===== src/design/spq_pkg.sv =====
package spq_pkg;

  // queue geometry
  localparam int DEPTH = 16;
  localparam int IDX_W = (DEPTH > 1) ? $clog2(DEPTH) : 1;
  localparam int CNT_W = $clog2(DEPTH + 1);
  localparam int VAL_W = 32;
  localparam int OUT_CNT_W = 5;

  localparam logic CMD_INSERT = 1'b0;
  localparam logic CMD_REMOVE = 1'b1;

  typedef logic [IDX_W-1:0] idx_t;
  typedef logic [CNT_W-1:0] cnt_t;
  typedef logic [VAL_W-1:0] word_t;

  // memory access issued by the sequencer
  typedef struct packed {
    logic  we;
    idx_t  waddr;
    word_t wdata;
    idx_t  raddr;
  } ram_req_t;

  // one finished result word
  typedef struct packed {
    logic                 accepted;
    word_t                head_value;
    logic [OUT_CNT_W-1:0] entry_count;
    logic                 is_empty;
    logic                 is_full;
  } result_t;

  function automatic idx_t next_slot(input idx_t i);
    return (i == IDX_W'(DEPTH - 1)) ? '0 : idx_t'(i + 1'b1);
  endfunction

  function automatic idx_t prev_slot(input idx_t i);
    return (i == '0) ? IDX_W'(DEPTH - 1) : idx_t'(i - 1'b1);
  endfunction

endpackage


===== src/design/spq_ram.sv =====
module spq_ram #(
  parameter int WIDTH = 32,
  parameter int DEPTH = 16
) (
  input  logic                     clk,
  input  logic                     we,
  input  logic [$clog2(DEPTH)-1:0] waddr,
  input  logic [WIDTH-1:0]         wdata,
  input  logic [$clog2(DEPTH)-1:0] raddr,
  output logic [WIDTH-1:0]         rdata
);

  logic [WIDTH-1:0] mem [DEPTH];

  // one write port, registered read port
  always_ff @(posedge clk) begin
    if (we) begin
      mem[waddr] <= wdata;
    end
    rdata <= mem[raddr];
  end

endmodule


===== src/design/spq_ctrl.sv =====
module spq_ctrl (
  input  logic                   clk,
  input  logic                   rst_n,
  input  logic                   in_valid,
  output logic                   in_ready,
  input  logic                   in_command,
  input  logic [31:0]            in_new_value,
  output spq_pkg::ram_req_t      ram_req,
  input  spq_pkg::word_t         ram_rdata,
  output logic                   res_valid,
  input  logic                   res_ready,
  output spq_pkg::result_t       res
);
  import spq_pkg::*;

  localparam logic [2:0] ST_IDLE = 3'd0;
  localparam logic [2:0] ST_CMP  = 3'd1;
  localparam logic [2:0] ST_PUT  = 3'd2;
  localparam logic [2:0] ST_RLD  = 3'd3;
  localparam logic [2:0] ST_FIN  = 3'd4;

  logic [2:0] state_r, state_nxt;
  idx_t       pos_r, pos_nxt;
  idx_t       head_idx_r, head_idx_nxt;
  idx_t       tail_idx_r, tail_idx_nxt;
  cnt_t       cnt_r, cnt_nxt;
  word_t      head_val_r, head_val_nxt;
  word_t      val_r, val_nxt;
  logic       ok_r, ok_nxt;
  logic       in_fire;
  logic       is_full, is_empty;

  assign in_ready = (state_r == ST_IDLE);
  assign in_fire  = in_valid && in_ready;
  assign is_full  = (cnt_r == CNT_W'(DEPTH));
  assign is_empty = (cnt_r == '0);

  // sequencer: an insert shifts one entry per cycle from the tail toward the head; a remove advances the head
  always_comb begin
    state_nxt     = state_r;
    pos_nxt       = pos_r;
    head_idx_nxt  = head_idx_r;
    tail_idx_nxt  = tail_idx_r;
    cnt_nxt       = cnt_r;
    head_val_nxt  = head_val_r;
    val_nxt       = val_r;
    ok_nxt        = ok_r;
    ram_req.we    = 1'b0;
    ram_req.waddr = pos_r;
    ram_req.wdata = val_r;
    ram_req.raddr = pos_r;
    case (state_r)
      ST_IDLE: begin
        if (in_command == CMD_REMOVE) begin
          ram_req.raddr = next_slot(head_idx_r);
        end else begin
          ram_req.raddr = prev_slot(tail_idx_r);
        end
        if (in_fire) begin
          val_nxt = in_new_value;
          if (in_command == CMD_REMOVE) begin
            if (is_empty) begin
              ok_nxt    = 1'b0;
              state_nxt = ST_FIN;
            end else begin
              ok_nxt       = 1'b1;
              head_idx_nxt = next_slot(head_idx_r);
              cnt_nxt      = cnt_t'(cnt_r - 1'b1);
              state_nxt    = (cnt_r > CNT_W'(1)) ? ST_RLD : ST_FIN;
            end
          end else begin
            pos_nxt = tail_idx_r;
            if (is_full) begin
              ok_nxt    = 1'b0;
              state_nxt = ST_FIN;
            end else if (is_empty) begin
              state_nxt = ST_PUT;
            end else begin
              state_nxt = ST_CMP;
            end
          end
        end
      end
      ST_CMP: begin
        ram_req.raddr = prev_slot(prev_slot(pos_r));
        if ($signed(val_r) < $signed(ram_rdata)) begin
          // larger entry moves one slot toward the tail
          ram_req.we    = 1'b1;
          ram_req.wdata = ram_rdata;
          pos_nxt       = prev_slot(pos_r);
          if (prev_slot(pos_r) == head_idx_r) begin
            state_nxt = ST_PUT;
          end
        end else begin
          state_nxt = ST_PUT;
        end
      end
      ST_PUT: begin
        ram_req.we   = 1'b1;
        ok_nxt       = 1'b1;
        tail_idx_nxt = next_slot(tail_idx_r);
        cnt_nxt      = cnt_t'(cnt_r + 1'b1);
        if (pos_r == head_idx_r) begin
          head_val_nxt = val_r;
        end
        state_nxt = ST_FIN;
      end
      ST_RLD: begin
        // new head word arrives from memory
        head_val_nxt = ram_rdata;
        state_nxt    = ST_FIN;
      end
      ST_FIN: begin
        if (res_ready) begin
          state_nxt = ST_IDLE;
        end
      end
      default: begin
        state_nxt = ST_IDLE;
      end
    endcase
  end

  // result word built from the settled state
  assign res_valid       = (state_r == ST_FIN);
  assign res.accepted    = ok_r;
  assign res.head_value  = is_empty ? '0 : head_val_r;
  assign res.entry_count = OUT_CNT_W'(cnt_r);
  assign res.is_empty    = is_empty;
  assign res.is_full     = is_full;

  // control state
  always_ff @(posedge clk) begin
    if (!rst_n) begin
      state_r    <= ST_IDLE;
      head_idx_r <= '0;
      tail_idx_r <= '0;
      cnt_r      <= '0;
    end else begin
      state_r    <= state_nxt;
      head_idx_r <= head_idx_nxt;
      tail_idx_r <= tail_idx_nxt;
      cnt_r      <= cnt_nxt;
    end
  end

  // working registers
  always_ff @(posedge clk) begin
    pos_r      <= pos_nxt;
    head_val_r <= head_val_nxt;
    val_r      <= val_nxt;
    ok_r       <= ok_nxt;
  end

endmodule


===== src/design/sorted_insert_priority_queue.sv =====
// Sorted priority queue of up to 16 signed 32-bit words, held ascending in a
// circular buffer in one memory (one write port, one registered read port).
// An insert walks from the tail toward the head, moving one larger entry per
// cycle in the compare state (skipped when the queue is empty), then writes
// the new word in the put state before its result is offered. A remove goes
// through the head reload state unless it empties the queue, and a refused
// insert or remove goes straight to the result. The smallest word is kept
// in a register, so every result reports it without a memory read. One item is
// in work at a time; a finished result waits in the output register while the
// next word is taken in.
module sorted_insert_priority_queue (
  input  logic               clk,
  input  logic               rst_n,
  input  logic               in_valid,
  output logic               in_ready,
  input  logic               in_command,
  input  logic signed [31:0] in_new_value,
  output logic               out_valid,
  input  logic               out_ready,
  output logic               out_accepted,
  output logic signed [31:0] out_head_value,
  output logic [4:0]         out_entry_count,
  output logic               out_is_empty,
  output logic               out_is_full
);
  import spq_pkg::*;

  ram_req_t ram_req;
  word_t    ram_rdata;
  logic     res_valid;
  logic     res_ready;
  result_t  res;
  logic     out_valid_r;
  result_t  out_r;

  spq_ram #(
    .WIDTH(VAL_W),
    .DEPTH(DEPTH)
  ) u_ram (
    .clk  (clk),
    .we   (ram_req.we),
    .waddr(ram_req.waddr),
    .wdata(ram_req.wdata),
    .raddr(ram_req.raddr),
    .rdata(ram_rdata)
  );

  spq_ctrl u_ctrl (
    .clk         (clk),
    .rst_n       (rst_n),
    .in_valid    (in_valid),
    .in_ready    (in_ready),
    .in_command  (in_command),
    .in_new_value(in_new_value),
    .ram_req     (ram_req),
    .ram_rdata   (ram_rdata),
    .res_valid   (res_valid),
    .res_ready   (res_ready),
    .res         (res)
  );

  // output register
  assign res_ready = !out_valid_r || out_ready;

  always_ff @(posedge clk) begin
    if (!rst_n) begin
      out_valid_r <= 1'b0;
    end else if (res_ready) begin
      out_valid_r <= res_valid;
    end
  end

  always_ff @(posedge clk) begin
    if (res_valid && res_ready) begin
      out_r <= res;
    end
  end

  assign out_valid       = out_valid_r;
  assign out_accepted    = out_r.accepted;
  assign out_head_value  = $signed(out_r.head_value);
  assign out_entry_count = out_r.entry_count;
  assign out_is_empty    = out_r.is_empty;
  assign out_is_full     = out_r.is_full;

`ifndef NO_ASSERTIONS
  // an accepted word keeps the sequencer busy in the cycle after acceptance
  a_busy_after_accept: assert property (@(posedge clk) disable iff (!rst_n)
    (in_valid && in_ready) |=> !in_ready)
    else $error("input taken again right after acceptance");

  // the sequencer never offers a result while it is idle
  a_no_result_when_idle: assert property (@(posedge clk) disable iff (!rst_n)
    in_ready |-> !res_valid)
    else $error("result offered while idle");

  // the empty flag agrees with the reported count, and empty and full are never both set
  a_flags_match_count: assert property (@(posedge clk) disable iff (!rst_n)
    out_valid |-> ((out_is_empty == (out_entry_count == 5'd0)) &&
                   !(out_is_empty && out_is_full)))
    else $error("empty/full flags disagree with count");
`endif

endmodule


===== config.mk =====
export PLATFORM = sky130hd
export DESIGN_NAME = sorted_insert_priority_queue
export DESIGN_NICKNAME = d
export VERILOG_FILES = /design/src/design/spq_pkg.sv /design/src/design/spq_ram.sv /design/src/design/spq_ctrl.sv /design/src/design/sorted_insert_priority_queue.sv
export SDC_FILE = /design/constraint.sdc
export NUM_CORES = 1
export LEC_CHECK = 0
export BUFFER_PORTS_ARGS = -buffer_cell sky130_fd_sc_hd__buf_2
export CORE_MARGIN = 2
export CORE_UTILIZATION = 62
export DETAILED_ROUTE_END_ITERATION = 8
export PLACE_DENSITY = 0.89
export SLEW_MARGIN = 20
export SYNTH_ARGS = -nofsm -noshare
export SYNTH_HDL_FRONTEND = slang
export SYNTH_SLANG_ARGS = --single-unit

===== constraint.sdc =====
create_clock -name clk -period 5.4 [get_ports clk]
set_input_delay 0.27 -clock clk [delete_from_list [all_inputs] [get_ports clk]]
set_output_delay 0.27 -clock clk [all_outputs]
set_load 0.005 [all_outputs]

==> flow_metrics.py <==
metrics = {
    "detailed_routing": {
        "vias_per_cell": 6.67,
        "num_vias": 15983,
        "first_pass_iters": 6,
        "ant_nets": 0,
        "first_iter_violations": 2490,
        "routed_wl_mm": 68.4,
        "route.detailed.drc": 0,
        "wire_per_inst_um": 28.5,
    },
    "synthesis": {
        "netlist_instances": 1620,
        "yosysUniqueCellTypes": 64,
        "synth_seq_cells": 670,
        "synth-edff-count": 621,
        "synth_area_leader_cell": "edfxtp_1",
        "yosysTopAreaCellShare_pct": 68.6,
        "synth.yosys.warnings": 0,
        "avgSynthCellArea_um2": 16.8,
        "syn_nets": 1700,
        "ys_seq_area_share_pct": 72.2,
        "yosysMostFrequentCell": "edfxtp_1",
        "synth_top_cells_by_area": "edfxtp_1 69%, mux4_1 4.3%, mux4_2 4.0%",
        "synthArstFlopShare_pct": 0,
        "synth_common_cells": "621 x edfxtp_1, 220 x nand2_1, 79 x nand3_1, 58 x a21oi_1, 51 x o21ai_0",
        "synth-main-ff-cell": "edfxtp_1",
        "synth_area_um2": 27200,
    },
    "floorplan": {
        "dieArea_um2": 45500,
        "fp-row-count": 76,
        "io_pins": 79,
        "die_w_um": 213,
        "start_util_pct": 63.0,
        "dieHeight_um": 213,
        "core_um2": 43200,
    },
    "global_routing": {
        "antenna_found_initial": 2,
        "grt_usage_pct": 30.7,
        "grt_max_degree": 73,
        "grt_pass1_wl_mm": 99.8,
        "grt_pass1_vias": 15975,
        "grt_remaining_overflow": 0,
    },
    "setup_path": {
        "crit_fanout": 27,
        "cp-startpoint": "u_ctrl.val_r[17]",
        "r2r_cells": 11,
        "end_kind": "flip-flop",
        "timing.rr.start": "u_ctrl.val_r[17]",
        "path_class": "reg2reg",
        "required_ns": 5.67,
        "rrSetupSlack_ns": 1.11,
        "cp-start-kind": "flip-flop",
        "cp.arrival_ns": 4.56,
        "reg2reg_to": "u_ram.mem[15][19]",
    },
    "hold_path": {
        "hp-start": "in_valid",
        "min_to": "u_ctrl.pos_r[2]",
        "hold_depth": 3,
        "hp-class": "in2reg",
    },
    "clock_tree": {
        "path_clk_slew_ns": 0.07,
        "clock-sinks": 670,
        "post-cts-setup-buffers": 0,
        "cts_buffers": 60,
        "cts_hold_buf": 34,
        "post_cts_resize_count": 0,
        "cts_tree": "yes",
        "clk_latency_ns": 0.65,
        "clock_path_buffers": 3,
        "clockRootBuffer": "clkbuf_16",
        "htree_levels": 2,
    },
    "timing": {
        "setup_violations": 0,
        "fin_setup_tns_ns": 0,
        "fmax_ghz": 0.233,
        "layout_min_cycle_time_ns": 4.29,
        "skew_ns": 0.0239,
        "worst_pin_slew_ns": 1.13,
        "slew_violations": 0,
        "hold_viol": 0,
        "rsz0062_at_grt": "no",
        "slew_headroom_pct": 24.3,
        "finalCritPeriodShare_pct": 79.4,
    },
    "layout": {
        "final_net_count": 1842,
        "final-instance-count-excl-fill": 2397,
        "drive_above_1_share_pct": 18.8,
        "syn2layout_area_growth_pct": 13.0,
        "antenna_cells": 0,
    },
    "flow_run": {
        "drv_cap": 0,
    },
    "placement": {
        "numPortBuffers": 78,
        "hpwl_mm": 38.0,
        "place_inst": 2251,
        "place.gp.congestion": 0.871,
    },
    "run_status": {
        "status": "finished clean",
    },
    "power_and_ir_drop": {
        "pwr_density_cell_nw_per_um2": 638,
        "p_leak_nw": 10.7,
        "vdd_ir_drop_max_v": 0.000624,
    },
}
[through the flow]
| stage | utilization, % | worst slack (ns) | instance area [µm²] | hold WS, ns | power, mW |
|---|---|---|---|---|---|
| floorplan | - | 0.536 | 27200 | 0.369 | 12.8 |
| global placement | 65.5 | 1.41 | 28300 | 0.449 | 14.5 |
| detailed placement | 65.5 | 1.25 | 28300 | 0.449 | 14.8 |
| CTS | 71.2 | 1.20 | 30700 | 0.131 | 19.5 |
| global route | 71.2 | 1.03 | 30700 | 0.153 | 20.3 |
| finish | 71.2 | 1.11 | 30700 | 0.150 | 19.6 |
[power breakdown]
part,switching [mW],internal (mW),leakage (nW)
Clock,1.96,2.56,0.997
Sequential,0.334,6.88,6.03
Combinational,4.98,2.89,3.71
[worst max path at each step]
| stage | endpoint | cells after the start |
|---|---|---|
| floorplan | u_ram.mem[15][0] | 10 |
| global placement | u_ram.mem[8][23] | 11 |
| detailed placement | u_ram.mem[8][23] | 11 |
| CTS | u_ram.mem[15][15] | 11 |
| global route | u_ram.mem[15][15] | 11 |
| finish | u_ram.mem[15][19] | 11 |
[cell type report]
type / count / area (µm²)
fillers: 2422 / 12400
repair buffers: 155 / 1080
inverters: 48 / 180
flip-flops and latches: 670 / 19600
multi-input cells: 827 / 7010
well taps: 585 / 732
clock buffers: 74 / 1640
clock inverters: 38 / 455
[kinds of logic (layout without fill, tap and decap cells)]
logic type      count (synthesis)  count (layout)  synth area share (%)
fa+ha+maj                      43              43                  1.98
xor+xnor                       20              20                 0.644
simple gates                  430             430                  7.40
flops                         670             670                  72.2
compound gates                162             162                  3.82
buf+inv                       123             315                  2.64
mux                           172             172                  11.3
[routing by layer]
metal / global-route usage, % / part of all wire, % / vias up
met5: 0 / 0.016 / -
met4: 18.0 / 6.0 / 2
met3: 6.06 / 11 / 259
met2: 49.4 / 48 / 1294
met1: 39.5 / 35 / 7908
li1: - / - / 6520
[layout by cell type, fill, tap and decap left out, types with 11 or more instances in the layout]
master           n
dfxtp_1         49
a21oi_1         58
edfxtp_1       621
mux4_2          48
nor2_1          32
buf_4           41
nor2b_1         37
mux4_1          44
dlygate4sd3_1   34
nand2_1        218
xnor2_1         13
clkinvlp_4      11
ha_1            43
inv_1           45
mux2i_1         47
o21ai_0         50
mux2_1          29
nor3_2          27
buf_2           78
clkinv_2        11
nand3_1         79
clkbuf_16       62
[worst max-delay path, cell delays in order (launching register included)]
cell,delay (ns)
edfxtp_1,0.45
ha_1,0.34
a21oi_1,0.15
o21ai_0,0.12
a221oi_1,0.44
o21ai_0,0.23
a21oi_2,0.23
xnor2_1,0.29
a21oi_2,0.11
buf_4,0.29
nor3_2,0.60
buf_4,0.64
[sequential cells by signal (all words and copies together), names as in the netlist]
name	cells
u_ctrl.ok_r	1
u_ctrl.state_r	3
out_is_empty	1
u_ram.mem	512
u_ram.rdata	32
out_accepted	1
out_is_full	1
u_ctrl.head_val_r	32
out_entry_count	5
u_ctrl.val_r	32
out_valid	1
u_ctrl.pos_r	4
u_ctrl.cnt_r	5
u_ctrl.head_idx_r	4
u_ctrl.tail_idx_r	4
out_head_value	32
Power figures use the tool's default switching activity.
